### src/design/tfgc_pkg.sv
// Shared types, codes and constants for the two finger gesture classifier.
// No dependencies; used by the top level and its checker.
package tfgc_pkg;

   localparam int MAX_CONTACTS_DEF = 4;
   localparam int COORD_BITS_DEF   = 12;

   localparam logic [2:0] OP_PRESS   = 3'd0;
   localparam logic [2:0] OP_MOVE    = 3'd1;
   localparam logic [2:0] OP_RELEASE = 3'd2;
   localparam logic [2:0] OP_TICK    = 3'd3;
   localparam logic [2:0] OP_QUERY   = 3'd4;

   localparam logic [1:0] GEST_NONE     = 2'd0;
   localparam logic [1:0] GEST_MOVE     = 2'd1;
   localparam logic [1:0] GEST_PINCH    = 2'd2;
   localparam logic [1:0] GEST_LONG_TAP = 2'd3;

   localparam logic [1:0] CSR_ACTIVE = 2'd0;
   localparam logic [1:0] CSR_GATE   = 2'd1;
   localparam logic [1:0] CSR_LONG   = 2'd2;

   localparam logic [2:0]  ACTIVE_RST = 3'd4;
   localparam logic [11:0] GATE_RST   = 12'd5;
   localparam logic [15:0] LONG_RST   = 16'd1500;
   localparam logic [15:0] HOLD_MAX   = 16'hFFFF;

   localparam logic signed [63:0] Q16_ONE  = 64'sd65536;
   localparam logic signed [63:0] Q16_HALF = 64'sd32768;
   localparam logic signed [31:0] SAT_MAX  = 32'sh7FFFFFFF;
   localparam logic signed [31:0] SAT_MIN  = 32'sh80000000;

   typedef enum logic [3:0] {
      ST_IDLE,
      ST_MV_WAIT,
      ST_TICK_RD,
      ST_TICK_WR,
      ST_Q_A,
      ST_Q_B,
      ST_Q_DEC,
      ST_LT_B,
      ST_MUL,
      ST_P_DEC,
      ST_SQRT,
      ST_DIV,
      ST_P_OUT,
      ST_FIN
   } state_type;

   function automatic logic signed [31:0] sat32(input logic signed [63:0] v);
      logic signed [31:0] r;
      if (v > 64'(SAT_MAX)) r = SAT_MAX;
      else if (v < 64'(SAT_MIN)) r = SAT_MIN;
      else r = v[31:0];
      return r;
   endfunction

endpackage

### src/design/two_finger_gesture_classifier_unit.sv
// Two finger gesture classifier: contact tracking and gesture query.
// Depends on tfgc_pkg.
//
// Each request gives one response. Contact state sits in a small memory with a
// registered read; one request is worked at a time by a sequencer. Press,
// release and ignored requests need no memory read. A move reads its slot before
// writing it back, and a tick reads and updates each slot in use in turn. A query
// with two touched contacts reads both and classifies them; a long tap then
// clears both holds, and a move gesture or a pinch first goes through the shared
// multiplier. A pinch with a nonzero base then runs a bit serial square root and
// the divider. A finished response waits in the output register while the next
// request is taken.
module two_finger_gesture_classifier_unit #(
   parameter int MAX_CONTACTS = tfgc_pkg::MAX_CONTACTS_DEF,
   parameter int COORD_BITS   = tfgc_pkg::COORD_BITS_DEF
) (
   input  logic               clock,
   input  logic               reset,
   input  logic               req_valid,
   output logic               req_stall,
   input  logic [2:0]         req_op,
   input  logic [1:0]         req_contact,
   input  logic [11:0]        req_pos_x,
   input  logic [11:0]        req_pos_y,
   output logic               rsp_valid,
   input  logic               rsp_stall,
   output logic [1:0]         rsp_gesture,
   output logic signed [31:0] rsp_value_x,
   output logic signed [31:0] rsp_value_y,
   output logic [2:0]         rsp_touch_count,
   input  logic               csr_write,
   input  logic [1:0]         csr_index,
   input  logic [15:0]        csr_wdata
);

   localparam int SW   = (MAX_CONTACTS > 1) ? $clog2(MAX_CONTACTS) : 1;
   localparam int NW   = $clog2(MAX_CONTACTS + 1);
   localparam int DW   = COORD_BITS + 1;
   localparam int EW   = COORD_BITS + 3;
   localparam int PW   = 2 * EW;
   localparam int AW   = 2 * EW + 1;
   localparam int K    = EW + 8;
   localparam int SQW  = 2 * K;
   localparam int SUMW = COORD_BITS + 2;
   localparam int NUMW = SUMW + 24;
   localparam int CW   = $clog2(NUMW + 1);

   typedef struct packed {
      logic [COORD_BITS-1:0]  lx;
      logic [COORD_BITS-1:0]  ly;
      logic signed [DW-1:0]   dx;
      logic signed [DW-1:0]   dy;
      logic [15:0]            hold;
   } entry_type;

   tfgc_pkg::state_type state_ff, state_in;

   entry_type              mem_ff [MAX_CONTACTS];
   entry_type              rdata_ff;
   logic [SW-1:0]          raddr, waddr;
   logic                   wen;
   entry_type              wdata;

   logic [2:0]             active_ff;
   logic [11:0]            gate_ff;
   logic [15:0]            long_ff;
   logic [MAX_CONTACTS-1:0] touched_ff, touched_in;

   logic [SW-1:0]          slot_ff, slot_in, slot_b_ff, slot_b_in, idx_ff, idx_in;
   logic [COORD_BITS-1:0]  x_ff, x_in, y_ff, y_in;
   entry_type              ent_a_ff, ent_a_in, ent_b_ff, ent_b_in;
   logic [1:0]             gest_ff, gest_in;
   logic signed [31:0]     vx_ff, vx_in, vy_ff, vy_in;
   logic signed [AW-1:0]   dot_ff, dot_in, l2_ff, l2_in, d2_ff, d2_in;
   logic signed [PW-1:0]   prod_ff, prod_in;
   logic [CW-1:0]          step_ff, step_in;
   logic                   neg_ff, neg_in;
   logic [SQW-1:0]         rad_ff, rad_in;
   logic [K:0]             srem_ff, srem_in;
   logic [K-1:0]           root_ff, root_in;
   logic [K-1:0]           remx_ff, remx_in, remy_ff, remy_in;
   logic [NUMW-1:0]        numx_ff, numx_in, numy_ff, numy_in;

   logic                   rsp_valid_ff;
   logic [1:0]             rsp_gesture_ff;
   logic signed [31:0]     rsp_value_x_ff, rsp_value_y_ff;
   logic [2:0]             rsp_count_ff;
   logic                   rsp_load;
   logic [2:0]             count_now;

   logic [NW-1:0]          n_slots;
   logic [MAX_CONTACTS-1:0] inuse;
   logic                   accept;
   logic                   cfg_clear;

   assign req_stall       = (state_ff != tfgc_pkg::ST_IDLE);
   assign accept          = req_valid && !req_stall;
   assign rsp_valid       = rsp_valid_ff;
   assign rsp_gesture     = rsp_gesture_ff;
   assign rsp_value_x     = rsp_value_x_ff;
   assign rsp_value_y     = rsp_value_y_ff;
   assign rsp_touch_count = rsp_count_ff;
   assign cfg_clear       = csr_write && (csr_index == tfgc_pkg::CSR_ACTIVE) &&
                            (csr_wdata[2:0] != active_ff);

   always_comb begin
      n_slots = (int'(active_ff) > MAX_CONTACTS) ? NW'(MAX_CONTACTS) : NW'(active_ff);
      for (int i = 0; i < MAX_CONTACTS; i++) inuse[i] = (i < int'(n_slots));
   end

   // state memory
   always_ff @(posedge clock) begin
      if (wen) mem_ff[waddr] <= wdata;
      rdata_ff <= mem_ff[raddr];
   end

   always_ff @(posedge clock) begin
      if (reset) begin
         active_ff <= tfgc_pkg::ACTIVE_RST;
         gate_ff   <= tfgc_pkg::GATE_RST;
         long_ff   <= tfgc_pkg::LONG_RST;
      end else if (csr_write) begin
         unique case (csr_index)
            tfgc_pkg::CSR_ACTIVE: active_ff <= csr_wdata[2:0];
            tfgc_pkg::CSR_GATE:   gate_ff   <= csr_wdata[11:0];
            tfgc_pkg::CSR_LONG:   long_ff   <= csr_wdata;
            default: ;
         endcase
      end
   end

   always_ff @(posedge clock) begin
      if (reset) begin
         state_ff   <= tfgc_pkg::ST_IDLE;
         touched_ff <= '0;
      end else begin
         state_ff   <= state_in;
         touched_ff <= cfg_clear ? '0 : touched_in;
      end
   end

   always_ff @(posedge clock) begin
      slot_ff  <= slot_in;
      slot_b_ff <= slot_b_in;
      idx_ff   <= idx_in;
      x_ff     <= x_in;
      y_ff     <= y_in;
      ent_a_ff <= ent_a_in;
      ent_b_ff <= ent_b_in;
      gest_ff  <= gest_in;
      vx_ff    <= vx_in;
      vy_ff    <= vy_in;
      dot_ff   <= dot_in;
      l2_ff    <= l2_in;
      d2_ff    <= d2_in;
      prod_ff  <= prod_in;
      step_ff  <= step_in;
      neg_ff   <= neg_in;
      rad_ff   <= rad_in;
      srem_ff  <= srem_in;
      root_ff  <= root_in;
      remx_ff  <= remx_in;
      remy_ff  <= remy_in;
      numx_ff  <= numx_in;
      numy_ff  <= numy_in;
   end

   always_ff @(posedge clock) begin
      if (reset) begin
         rsp_valid_ff <= 1'b0;
      end else if (rsp_load) begin
         rsp_valid_ff <= 1'b1;
      end else if (!rsp_stall) begin
         rsp_valid_ff <= 1'b0;
      end
   end

   always_ff @(posedge clock) begin
      if (rsp_load) begin
         rsp_gesture_ff <= gest_ff;
         rsp_value_x_ff <= vx_ff;
         rsp_value_y_ff <= vy_ff;
         rsp_count_ff   <= count_now;
      end
   end

   always_comb begin
      count_now = '0;
      for (int i = 0; i < MAX_CONTACTS; i++)
         if (inuse[i] && touched_ff[i]) count_now = count_now + 3'd1;
   end

   always_comb begin
      logic [1:0]             cnt;
      logic [SW-1:0]          fa, fb;
      logic                   in_range;
      logic [SW-1:0]          cslot;
      logic [COORD_BITS-1:0]  cx, cy;
      logic signed [DW-1:0]   mdx, mdy, adx, ady;
      logic                   h0, h1;
      logic signed [EW-1:0]   pxa, pya, pxb, pyb, exp, eyp, exl, eyl, ma, mb;
      logic signed [63:0]     tx, ty;
      logic [DW-1:0]          ax0, ax1, ay0, ay1;
      logic [SUMW-1:0]        sx, sy;
      logic [K+2:0]           st;
      logic [K+1:0]           trial;
      logic [K:0]             dtx, dty;

      state_in   = state_ff;
      touched_in = touched_ff;
      slot_in    = slot_ff;
      slot_b_in  = slot_b_ff;
      idx_in     = idx_ff;
      x_in       = x_ff;
      y_in       = y_ff;
      ent_a_in   = ent_a_ff;
      ent_b_in   = ent_b_ff;
      gest_in    = gest_ff;
      vx_in      = vx_ff;
      vy_in      = vy_ff;
      dot_in     = dot_ff;
      l2_in      = l2_ff;
      d2_in      = d2_ff;
      prod_in    = prod_ff;
      step_in    = step_ff;
      neg_in     = neg_ff;
      rad_in     = rad_ff;
      srem_in    = srem_ff;
      root_in    = root_ff;
      remx_in    = remx_ff;
      remy_in    = remy_ff;
      numx_in    = numx_ff;
      numy_in    = numy_ff;
      raddr      = slot_ff;
      waddr      = slot_ff;
      wen        = 1'b0;
      wdata      = ent_a_ff;
      rsp_load   = 1'b0;

      // first two touched slots
      cnt = '0;
      fa  = '0;
      fb  = '0;
      for (int i = 0; i < MAX_CONTACTS; i++) begin
         if (inuse[i] && touched_ff[i]) begin
            if (cnt == 2'd0) fa = SW'(i);
            else if (cnt == 2'd1) fb = SW'(i);
            if (cnt != 2'd2) cnt = cnt + 2'd1;
         end
      end

      in_range = int'(req_contact) < int'(n_slots);
      cslot    = SW'(req_contact);
      cx       = COORD_BITS'(req_pos_x);
      cy       = COORD_BITS'(req_pos_y);

      mdx = DW'(signed'({1'b0, x_ff})) - DW'(signed'({1'b0, rdata_ff.lx}));
      mdy = DW'(signed'({1'b0, y_ff})) - DW'(signed'({1'b0, rdata_ff.ly}));
      adx = (mdx < 0) ? -mdx : mdx;
      ady = (mdy < 0) ? -mdy : mdy;

      h0 = (ent_a_ff.dx == '0) && (ent_a_ff.dy == '0);
      h1 = (ent_b_ff.dx == '0) && (ent_b_ff.dy == '0);

      pxa = EW'(signed'({1'b0, ent_a_ff.lx})) - EW'(ent_a_ff.dx);
      pya = EW'(signed'({1'b0, ent_a_ff.ly})) - EW'(ent_a_ff.dy);
      pxb = EW'(signed'({1'b0, ent_b_ff.lx})) - EW'(ent_b_ff.dx);
      pyb = EW'(signed'({1'b0, ent_b_ff.ly})) - EW'(ent_b_ff.dy);
      exp = pxb - pxa;
      eyp = pyb - pya;
      exl = EW'(signed'({1'b0, ent_b_ff.lx})) - EW'(signed'({1'b0, ent_a_ff.lx}));
      eyl = EW'(signed'({1'b0, ent_b_ff.ly})) - EW'(signed'({1'b0, ent_a_ff.ly}));

      case (step_ff)
         CW'(0):  begin ma = EW'(ent_a_ff.dx); mb = EW'(ent_b_ff.dx); end
         CW'(1):  begin ma = EW'(ent_a_ff.dy); mb = EW'(ent_b_ff.dy); end
         CW'(2):  begin ma = exp; mb = exp; end
         CW'(3):  begin ma = eyp; mb = eyp; end
         CW'(4):  begin ma = exl; mb = exl; end
         default: begin ma = eyl; mb = eyl; end
      endcase

      ax0 = (ent_a_ff.dx < 0) ? DW'(-ent_a_ff.dx) : DW'(ent_a_ff.dx);
      ax1 = (ent_b_ff.dx < 0) ? DW'(-ent_b_ff.dx) : DW'(ent_b_ff.dx);
      ay0 = (ent_a_ff.dy < 0) ? DW'(-ent_a_ff.dy) : DW'(ent_a_ff.dy);
      ay1 = (ent_b_ff.dy < 0) ? DW'(-ent_b_ff.dy) : DW'(ent_b_ff.dy);
      sx  = SUMW'(ax0) + SUMW'(ax1);
      sy  = SUMW'(ay0) + SUMW'(ay1);

      tx = 64'sd0;
      ty = 64'sd0;

      st    = {srem_ff, rad_ff[SQW-1 -: 2]};
      trial = {root_ff, 2'b01};
      dtx   = {remx_ff, numx_ff[NUMW-1]};
      dty   = {remy_ff, numy_ff[NUMW-1]};

      unique case (state_ff)
         tfgc_pkg::ST_IDLE: begin
            if (accept) begin
               slot_in = cslot;
               x_in    = cx;
               y_in    = cy;
               gest_in = tfgc_pkg::GEST_NONE;
               vx_in   = '0;
               vy_in   = '0;
               state_in = tfgc_pkg::ST_FIN;
               if (req_op == tfgc_pkg::OP_PRESS ||
                   (req_op == tfgc_pkg::OP_MOVE && !touched_ff[cslot])) begin
                  if (in_range) begin
                     wen        = 1'b1;
                     waddr      = cslot;
                     wdata      = '{lx: cx, ly: cy, dx: '0, dy: '0, hold: '0};
                     touched_in[cslot] = 1'b1;
                  end
               end else if (req_op == tfgc_pkg::OP_MOVE) begin
                  if (in_range) begin
                     raddr    = cslot;
                     state_in = tfgc_pkg::ST_MV_WAIT;
                  end
               end else if (req_op == tfgc_pkg::OP_RELEASE) begin
                  if (in_range) touched_in[cslot] = 1'b0;
               end else if (req_op == tfgc_pkg::OP_TICK) begin
                  if (n_slots != '0) begin
                     idx_in   = '0;
                     state_in = tfgc_pkg::ST_TICK_RD;
                  end
               end else if (req_op == tfgc_pkg::OP_QUERY) begin
                  if (cnt == 2'd2) begin
                     raddr     = fa;
                     slot_in   = fa;
                     slot_b_in = fb;
                     state_in  = tfgc_pkg::ST_Q_A;
                  end
               end
            end
         end
         tfgc_pkg::ST_MV_WAIT: begin
            wen   = 1'b1;
            wdata = '{lx: x_ff, ly: y_ff, dx: mdx, dy: mdy, hold: rdata_ff.hold};
            if (32'(unsigned'(adx)) > 32'(gate_ff) || 32'(unsigned'(ady)) > 32'(gate_ff))
               wdata.hold = '0;
            state_in = tfgc_pkg::ST_FIN;
         end
         tfgc_pkg::ST_TICK_RD: begin
            raddr    = idx_ff;
            state_in = tfgc_pkg::ST_TICK_WR;
         end
         tfgc_pkg::ST_TICK_WR: begin
            waddr = idx_ff;
            wdata = rdata_ff;
            wdata.hold = rdata_ff.hold + 16'd1;
            wen   = touched_ff[idx_ff] && (rdata_ff.hold != tfgc_pkg::HOLD_MAX);
            if (int'(idx_ff) + 1 >= int'(n_slots)) begin
               state_in = tfgc_pkg::ST_FIN;
            end else begin
               idx_in   = idx_ff + SW'(1);
               state_in = tfgc_pkg::ST_TICK_RD;
            end
         end
         tfgc_pkg::ST_Q_A: begin
            ent_a_in = rdata_ff;
            raddr    = slot_b_ff;
            state_in = tfgc_pkg::ST_Q_B;
         end
         tfgc_pkg::ST_Q_B: begin
            ent_b_in = rdata_ff;
            state_in = tfgc_pkg::ST_Q_DEC;
         end
         tfgc_pkg::ST_Q_DEC: begin
            if (h0 && h1) begin
               if (ent_a_ff.hold <= long_ff) begin
                  state_in = tfgc_pkg::ST_FIN;
               end else begin
                  wen   = 1'b1;
                  waddr = slot_ff;
                  wdata = ent_a_ff;
                  wdata.hold = '0;
                  if (ent_b_ff.hold <= long_ff) begin
                     state_in = tfgc_pkg::ST_FIN;
                  end else begin
                     tx = (signed'(64'(ent_a_ff.lx)) + signed'(64'(ent_b_ff.lx))) *
                          tfgc_pkg::Q16_HALF;
                     ty = (signed'(64'(ent_a_ff.ly)) + signed'(64'(ent_b_ff.ly))) *
                          tfgc_pkg::Q16_HALF;
                     gest_in  = tfgc_pkg::GEST_LONG_TAP;
                     vx_in    = tfgc_pkg::sat32(tx);
                     vy_in    = tfgc_pkg::sat32(ty);
                     state_in = tfgc_pkg::ST_LT_B;
                  end
               end
            end else begin
               step_in  = '0;
               state_in = tfgc_pkg::ST_MUL;
            end
         end
         tfgc_pkg::ST_LT_B: begin
            wen   = 1'b1;
            waddr = slot_b_ff;
            wdata = ent_b_ff;
            wdata.hold = '0;
            state_in = tfgc_pkg::ST_FIN;
         end
         tfgc_pkg::ST_MUL: begin
            prod_in = PW'(ma) * PW'(mb);
            case (step_ff)
               CW'(1):  dot_in = AW'(prod_ff);
               CW'(2):  dot_in = dot_ff + AW'(prod_ff);
               CW'(3):  l2_in  = AW'(prod_ff);
               CW'(4):  l2_in  = l2_ff + AW'(prod_ff);
               CW'(5):  d2_in  = AW'(prod_ff);
               CW'(6):  d2_in  = d2_ff + AW'(prod_ff);
               default: ;
            endcase
            step_in = step_ff + CW'(1);
            if (step_ff == CW'(6)) state_in = tfgc_pkg::ST_P_DEC;
         end
         tfgc_pkg::ST_P_DEC: begin
            if (!h0 && !h1 && dot_ff >= 0) begin
               tx = (64'(ent_a_ff.dx) + 64'(ent_b_ff.dx)) * tfgc_pkg::Q16_HALF;
               ty = (64'(ent_a_ff.dy) + 64'(ent_b_ff.dy)) * tfgc_pkg::Q16_HALF;
               gest_in  = tfgc_pkg::GEST_MOVE;
               vx_in    = tfgc_pkg::sat32(tx);
               vy_in    = tfgc_pkg::sat32(ty);
               state_in = tfgc_pkg::ST_FIN;
            end else if (l2_ff == '0) begin
               gest_in  = tfgc_pkg::GEST_PINCH;
               vx_in    = tfgc_pkg::SAT_MAX;
               vy_in    = tfgc_pkg::SAT_MAX;
               state_in = tfgc_pkg::ST_FIN;
            end else begin
               neg_in   = d2_ff < l2_ff;
               numx_in  = {sx, 24'd0};
               numy_in  = {sy, 24'd0};
               rad_in   = {l2_ff[PW-1:0], 16'd0};
               srem_in  = '0;
               root_in  = '0;
               step_in  = '0;
               state_in = tfgc_pkg::ST_SQRT;
            end
         end
         tfgc_pkg::ST_SQRT: begin
            if (st >= (K+3)'(trial)) begin
               srem_in = (K+1)'(st - (K+3)'(trial));
               root_in = {root_ff[K-2:0], 1'b1};
            end else begin
               srem_in = (K+1)'(st);
               root_in = {root_ff[K-2:0], 1'b0};
            end
            rad_in  = {rad_ff[SQW-3:0], 2'b00};
            step_in = step_ff + CW'(1);
            if (step_ff == CW'(K-1)) begin
               remx_in  = '0;
               remy_in  = '0;
               step_in  = '0;
               state_in = tfgc_pkg::ST_DIV;
            end
         end
         tfgc_pkg::ST_DIV: begin
            if (dtx >= {1'b0, root_ff}) begin
               remx_in = K'(dtx - {1'b0, root_ff});
               numx_in = {numx_ff[NUMW-2:0], 1'b1};
            end else begin
               remx_in = K'(dtx);
               numx_in = {numx_ff[NUMW-2:0], 1'b0};
            end
            if (dty >= {1'b0, root_ff}) begin
               remy_in = K'(dty - {1'b0, root_ff});
               numy_in = {numy_ff[NUMW-2:0], 1'b1};
            end else begin
               remy_in = K'(dty);
               numy_in = {numy_ff[NUMW-2:0], 1'b0};
            end
            step_in = step_ff + CW'(1);
            if (step_ff == CW'(NUMW-1)) state_in = tfgc_pkg::ST_P_OUT;
         end
         tfgc_pkg::ST_P_OUT: begin
            tx = signed'(64'(numx_ff));
            ty = signed'(64'(numy_ff));
            gest_in  = tfgc_pkg::GEST_PINCH;
            vx_in    = tfgc_pkg::sat32(neg_ff ? tfgc_pkg::Q16_ONE - tx : tfgc_pkg::Q16_ONE + tx);
            vy_in    = tfgc_pkg::sat32(neg_ff ? tfgc_pkg::Q16_ONE - ty : tfgc_pkg::Q16_ONE + ty);
            state_in = tfgc_pkg::ST_FIN;
         end
         tfgc_pkg::ST_FIN: begin
            if (!rsp_valid_ff || !rsp_stall) begin
               rsp_load = 1'b1;
               state_in = tfgc_pkg::ST_IDLE;
            end
         end
         default: state_in = tfgc_pkg::ST_IDLE;
      endcase
   end

endmodule

### config.mk
export PLATFORM = sky130hd
export DESIGN_NAME = two_finger_gesture_classifier_unit
export DESIGN_NICKNAME = d
export VERILOG_FILES = /design/src/design/tfgc_pkg.sv /design/src/design/two_finger_gesture_classifier_unit.sv
export SDC_FILE = /design/constraint.sdc
export NUM_CORES = 2
export LEC_CHECK = 0
export BUFFER_PORTS_ARGS = -buffer_cell sky130_fd_sc_hd__buf_2
export CAP_MARGIN = 10
export CORE_AREA = 2 2 611 461
export CTS_CLUSTER_SIZE = 24
export DETAILED_ROUTE_END_ITERATION = 8
export DIE_AREA = 0 0 613 463
export GPL_ROUTABILITY_DRIVEN = 1
export HOLD_SLACK_MARGIN = 0.05
export PLACE_DENSITY = 0.48
export RECOVER_POWER = 100
export SYNTH_ARGS = -nofsm -noshare
export SYNTH_HDL_FRONTEND = slang
export SYNTH_SLANG_ARGS = --single-unit
### constraint.sdc
create_clock -name clock -period 24.6 [get_ports clock]
set_clock_uncertainty 0.15 [all_clocks]
set_input_delay 4.92 -clock clock [delete_from_list [all_inputs] [get_ports clock]]
set_output_delay 4.92 -clock clock [all_outputs]
set_load 0.005 [all_outputs]
==> run summary <==
relative slew slack -> -186%
die footprint -> 284000 µm²
Synth Register Bits -> 996
GR Overflow Total -> 0
Crit path required time -> 24.69 ns
CTS HTree Levels -> 3
Layout Cells excl Fill -> 10600
Initial DRT Pass Iterations -> 6
Root Buffer -> clkbuf_16
Tmin final -> 13.52 ns
Nets -> 7610
Register Area -> 28800 µm²
Filler cells -> 29200
post-synthesis sequential area ratio -> 41.7%
maximum clock path buffer count -> 3
Pins Over Slew Limit -> 1697
worst skew pair latency -> 0.76 ns
CTS sink count -> 996
Die Ht -> 463 µm
status -> finished with violations
highest clock rate -> 74.0 MHz
area of the multi-input gates -> 36800 µm²
CP Data Arrival Time -> 13.61 ns
DRC viols -> 0
Max Cap Viol -> 41
setup TNS -> 0 ns
num rows -> 168
Clock transition at path regs -> 0.08 ns
CP Class -> input pin to flip-flop
CP startpoint kind -> input pin
WL final -> 233000 µm
GPL Wtd Cong -> 0.912
DR WL/cell -> 22.0 µm
post-cts resize count -> 0
Synth Flop Type -> edfxtp_1
Final period util -> 54.9%
IO Count -> 123
Yosys warnings -> 0
Post-synth EDFFs -> 890
syn_nets -> 7486
setup violators final -> 0
Post-Syn Area -> 69100 µm²
CTS tree -> built
vias in the first global route -> 49100
1st-iter DRT viols -> 5144
initial antenna violation count -> 20
final setup margin -> 11.08 ns
hold crit path type -> flip-flop to flip-flop
Final ANT Viol Nets -> 0
RSZ-0062 raised after global routing -> no
first-pass GRT wire length -> 340000 µm
Port Buffers -> 122
Layout area overhead -> 12.5%
Crit. End Element -> flip-flop
Placed Cells -> 10400
syn avg cell area -> 10.4 µm²
Global Route Usage Sum -> 16.0%
CP Max Fanout -> 50
violated checks -> capacitance limit, slew limit
DPL Wire Length -> 177000 µm
Initial Utilization -> 24.8%
Core ar. -> 278000 µm²
via/cell ratio -> 4.88
asr flop ratio synth -> 0%
cts hold-fix bufs -> 0
Via Count -> 51600
Die Width -> 613 µm
final hold violation count -> 0
Worst-Margin Slew -> 4.28 ns
CTS Buf Count -> 106
Cell variety after synth -> 111
largest net degree at the start of global routing -> 121
share of cells above drive strength 1 -> 5.39%
post-CTS setup buffers -> 0
setup slack at placement -> 13.42 ns
cell count after synthesis -> 6631
-- flip-flops by register name (all words and copies together) (netlist names), 16 cells and up, named ones only --
name         cells
numx_ff         38
ent_b_ff        66
vx_ff           32
srem_ff         24
root_ff         23
numy_ff         38
rsp_value_y     32
l2_ff           31
long_ff         16
dot_ff          31
vy_ff           32
rdata_ff        66
prod_ff         30
remy_ff         23
rad_ff          30
ent_a_ff        66
remx_ff         23
d2_ff           31
rsp_value_x     32
mem_ff         264
-- kinds of logic (layout without fill, tap and decap cells) --
logic type / Yosys count / count (layout) / synth area share (%)
and+or+nand+nor: 1757 / 1757 / 12.2
adders and majority gates: 803 / 803 / 17.6
other: 0 / 3 / 0
muxes: 263 / 263 / 3.85
DFF: 996 / 996 / 41.7
xor gates and xnor gates: 397 / 397 / 5.03
buffers and inverters: 898 / 1115 / 5.06
AOI/OAI and AO/OA: 1517 / 1517 / 14.5
-- placed cells by master, fill, tap and decap left out, types with 27 or more instances in the layout --
| cell type | count |
|---|---|
| nor2_1 | 447 |
| ha_1 | 517 |
| nand3_1 | 106 |
| a21o_1 | 154 |
| nor4_1 | 36 |
| nor3_1 | 116 |
| clkbuf_1 | 140 |
| xnor2_1 | 259 |
| o21a_1 | 50 |
| and2_1 | 39 |
| a22oi_1 | 50 |
| inv_1 | 679 |
| xor2_1 | 138 |
| a21oi_1 | 342 |
| buf_4 | 70 |
| a211oi_1 | 43 |
| or3_1 | 41 |
| nor2b_1 | 74 |
| and3_1 | 36 |
| o21ai_0 | 402 |
| or2_2 | 27 |
| o211ai_1 | 42 |
| fa_1 | 286 |
| edfxtp_1 | 890 |
| dfxtp_1 | 106 |
| a31oi_1 | 41 |
| buf_2 | 33 |
| a221o_1 | 40 |
| nand4_1 | 49 |
| nand2_1 | 572 |
| nand2b_1 | 76 |
| o31ai_1 | 50 |
| clkbuf_16 | 106 |
| mux2i_1 | 256 |
-- critical path: stages --
cell      delay, ns
clkbuf_1       0.38
ha_1           0.32
a21oi_1        0.16
nor2_1         0.09
or3_1          0.34
nor3b_1        0.18
clkbuf_1       1.85
o21ai_0        0.48
nand2_1        0.22
nand3_1        0.11
nand2b_1       0.19
nor2_1         1.39
clkbuf_1       2.86
-- path summary, 6_finish.rpt --
kind	startpoint	to	slack, ns	cells after the start
worst max register to register	step_ff[4]	prod_ff[28]	12.65	33
worst min register to register	vy_ff[30]	rsp_value_y[30]	0.26	0
worst min-delay path	vy_ff[30]	rsp_value_y[30]	0.26	0
worst max-delay path	req_contact[1]	mem_ff[1][22]	11.08	13
-- layer usage --
metal | routed length (µm) | GRT usage, % | up-vias
li1 | - | - | 24100
met5 | 13 | 0 | -
met2 | 91200 | 22.0 | 1650
met1 | 120000 | 25.5 | 25700
met3 | 18600 | 3.31 | 226
met4 | 3540 | 2.24 | 2
-- cell usage after synthesis, types with 41 or more instances --
cell type | n | area [µm²]
nand2_1 | 574 | 2150
nor2b_1 | 74 | 463
xor2_1 | 138 | 1210
nand2b_1 | 76 | 475
nand4_1 | 49 | 307
dfxtp_1 | 106 | 2120
inv_1 | 679 | 2550
a22oi_1 | 50 | 375
xnor2_1 | 259 | 2270
ha_1 | 517 | 6470
clkbuf_1 | 171 | 642
a211oi_1 | 46 | 345
nand3_1 | 106 | 531
o21ai_0 | 393 | 1970
a21oi_1 | 344 | 1720
and2_1 | 65 | 407
edfxtp_1 | 890 | 26700
nor3_1 | 118 | 591
a31oi_1 | 41 | 257
nor2_1 | 453 | 1700
a21o_1 | 154 | 1160
mux2i_1 | 256 | 2560
fa_1 | 286 | 5730
o31ai_1 | 50 | 375
o21a_1 | 49 | 368
-- metrics by stage --
| step | utilization (%) | area, µm² | hold WS [ns] |
|---|---|---|---|
| 6_report | 28.0 | 77700 | 0.260 |
| 2_1_floorplan | - | 69100 | 0.250 |
| 5_1_grt | 27.9 | 77700 | 0.266 |
| 3_5_place_dp | 26.8 | 74500 | 0.255 |
| 4_1_cts | 28.1 | 78100 | 0.253 |
| 3_3_place_gp | 26.8 | 74500 | 0.251 |
-- layout make-up --
type	count	share of cell area [%]
multi-input cells	4737	47.4
flip-flops and latches	996	37.1
well taps	3740	6.02
clock buffers	123	3.57
inverters	679	3.28
repair buffers	235	1.57
clock inverters	78	1.08
diodes	3	0.00966
Power is left out: the tool's default activity adds up to more than one toggle a clock period on the data nets, which glitch-free logic cannot reach.
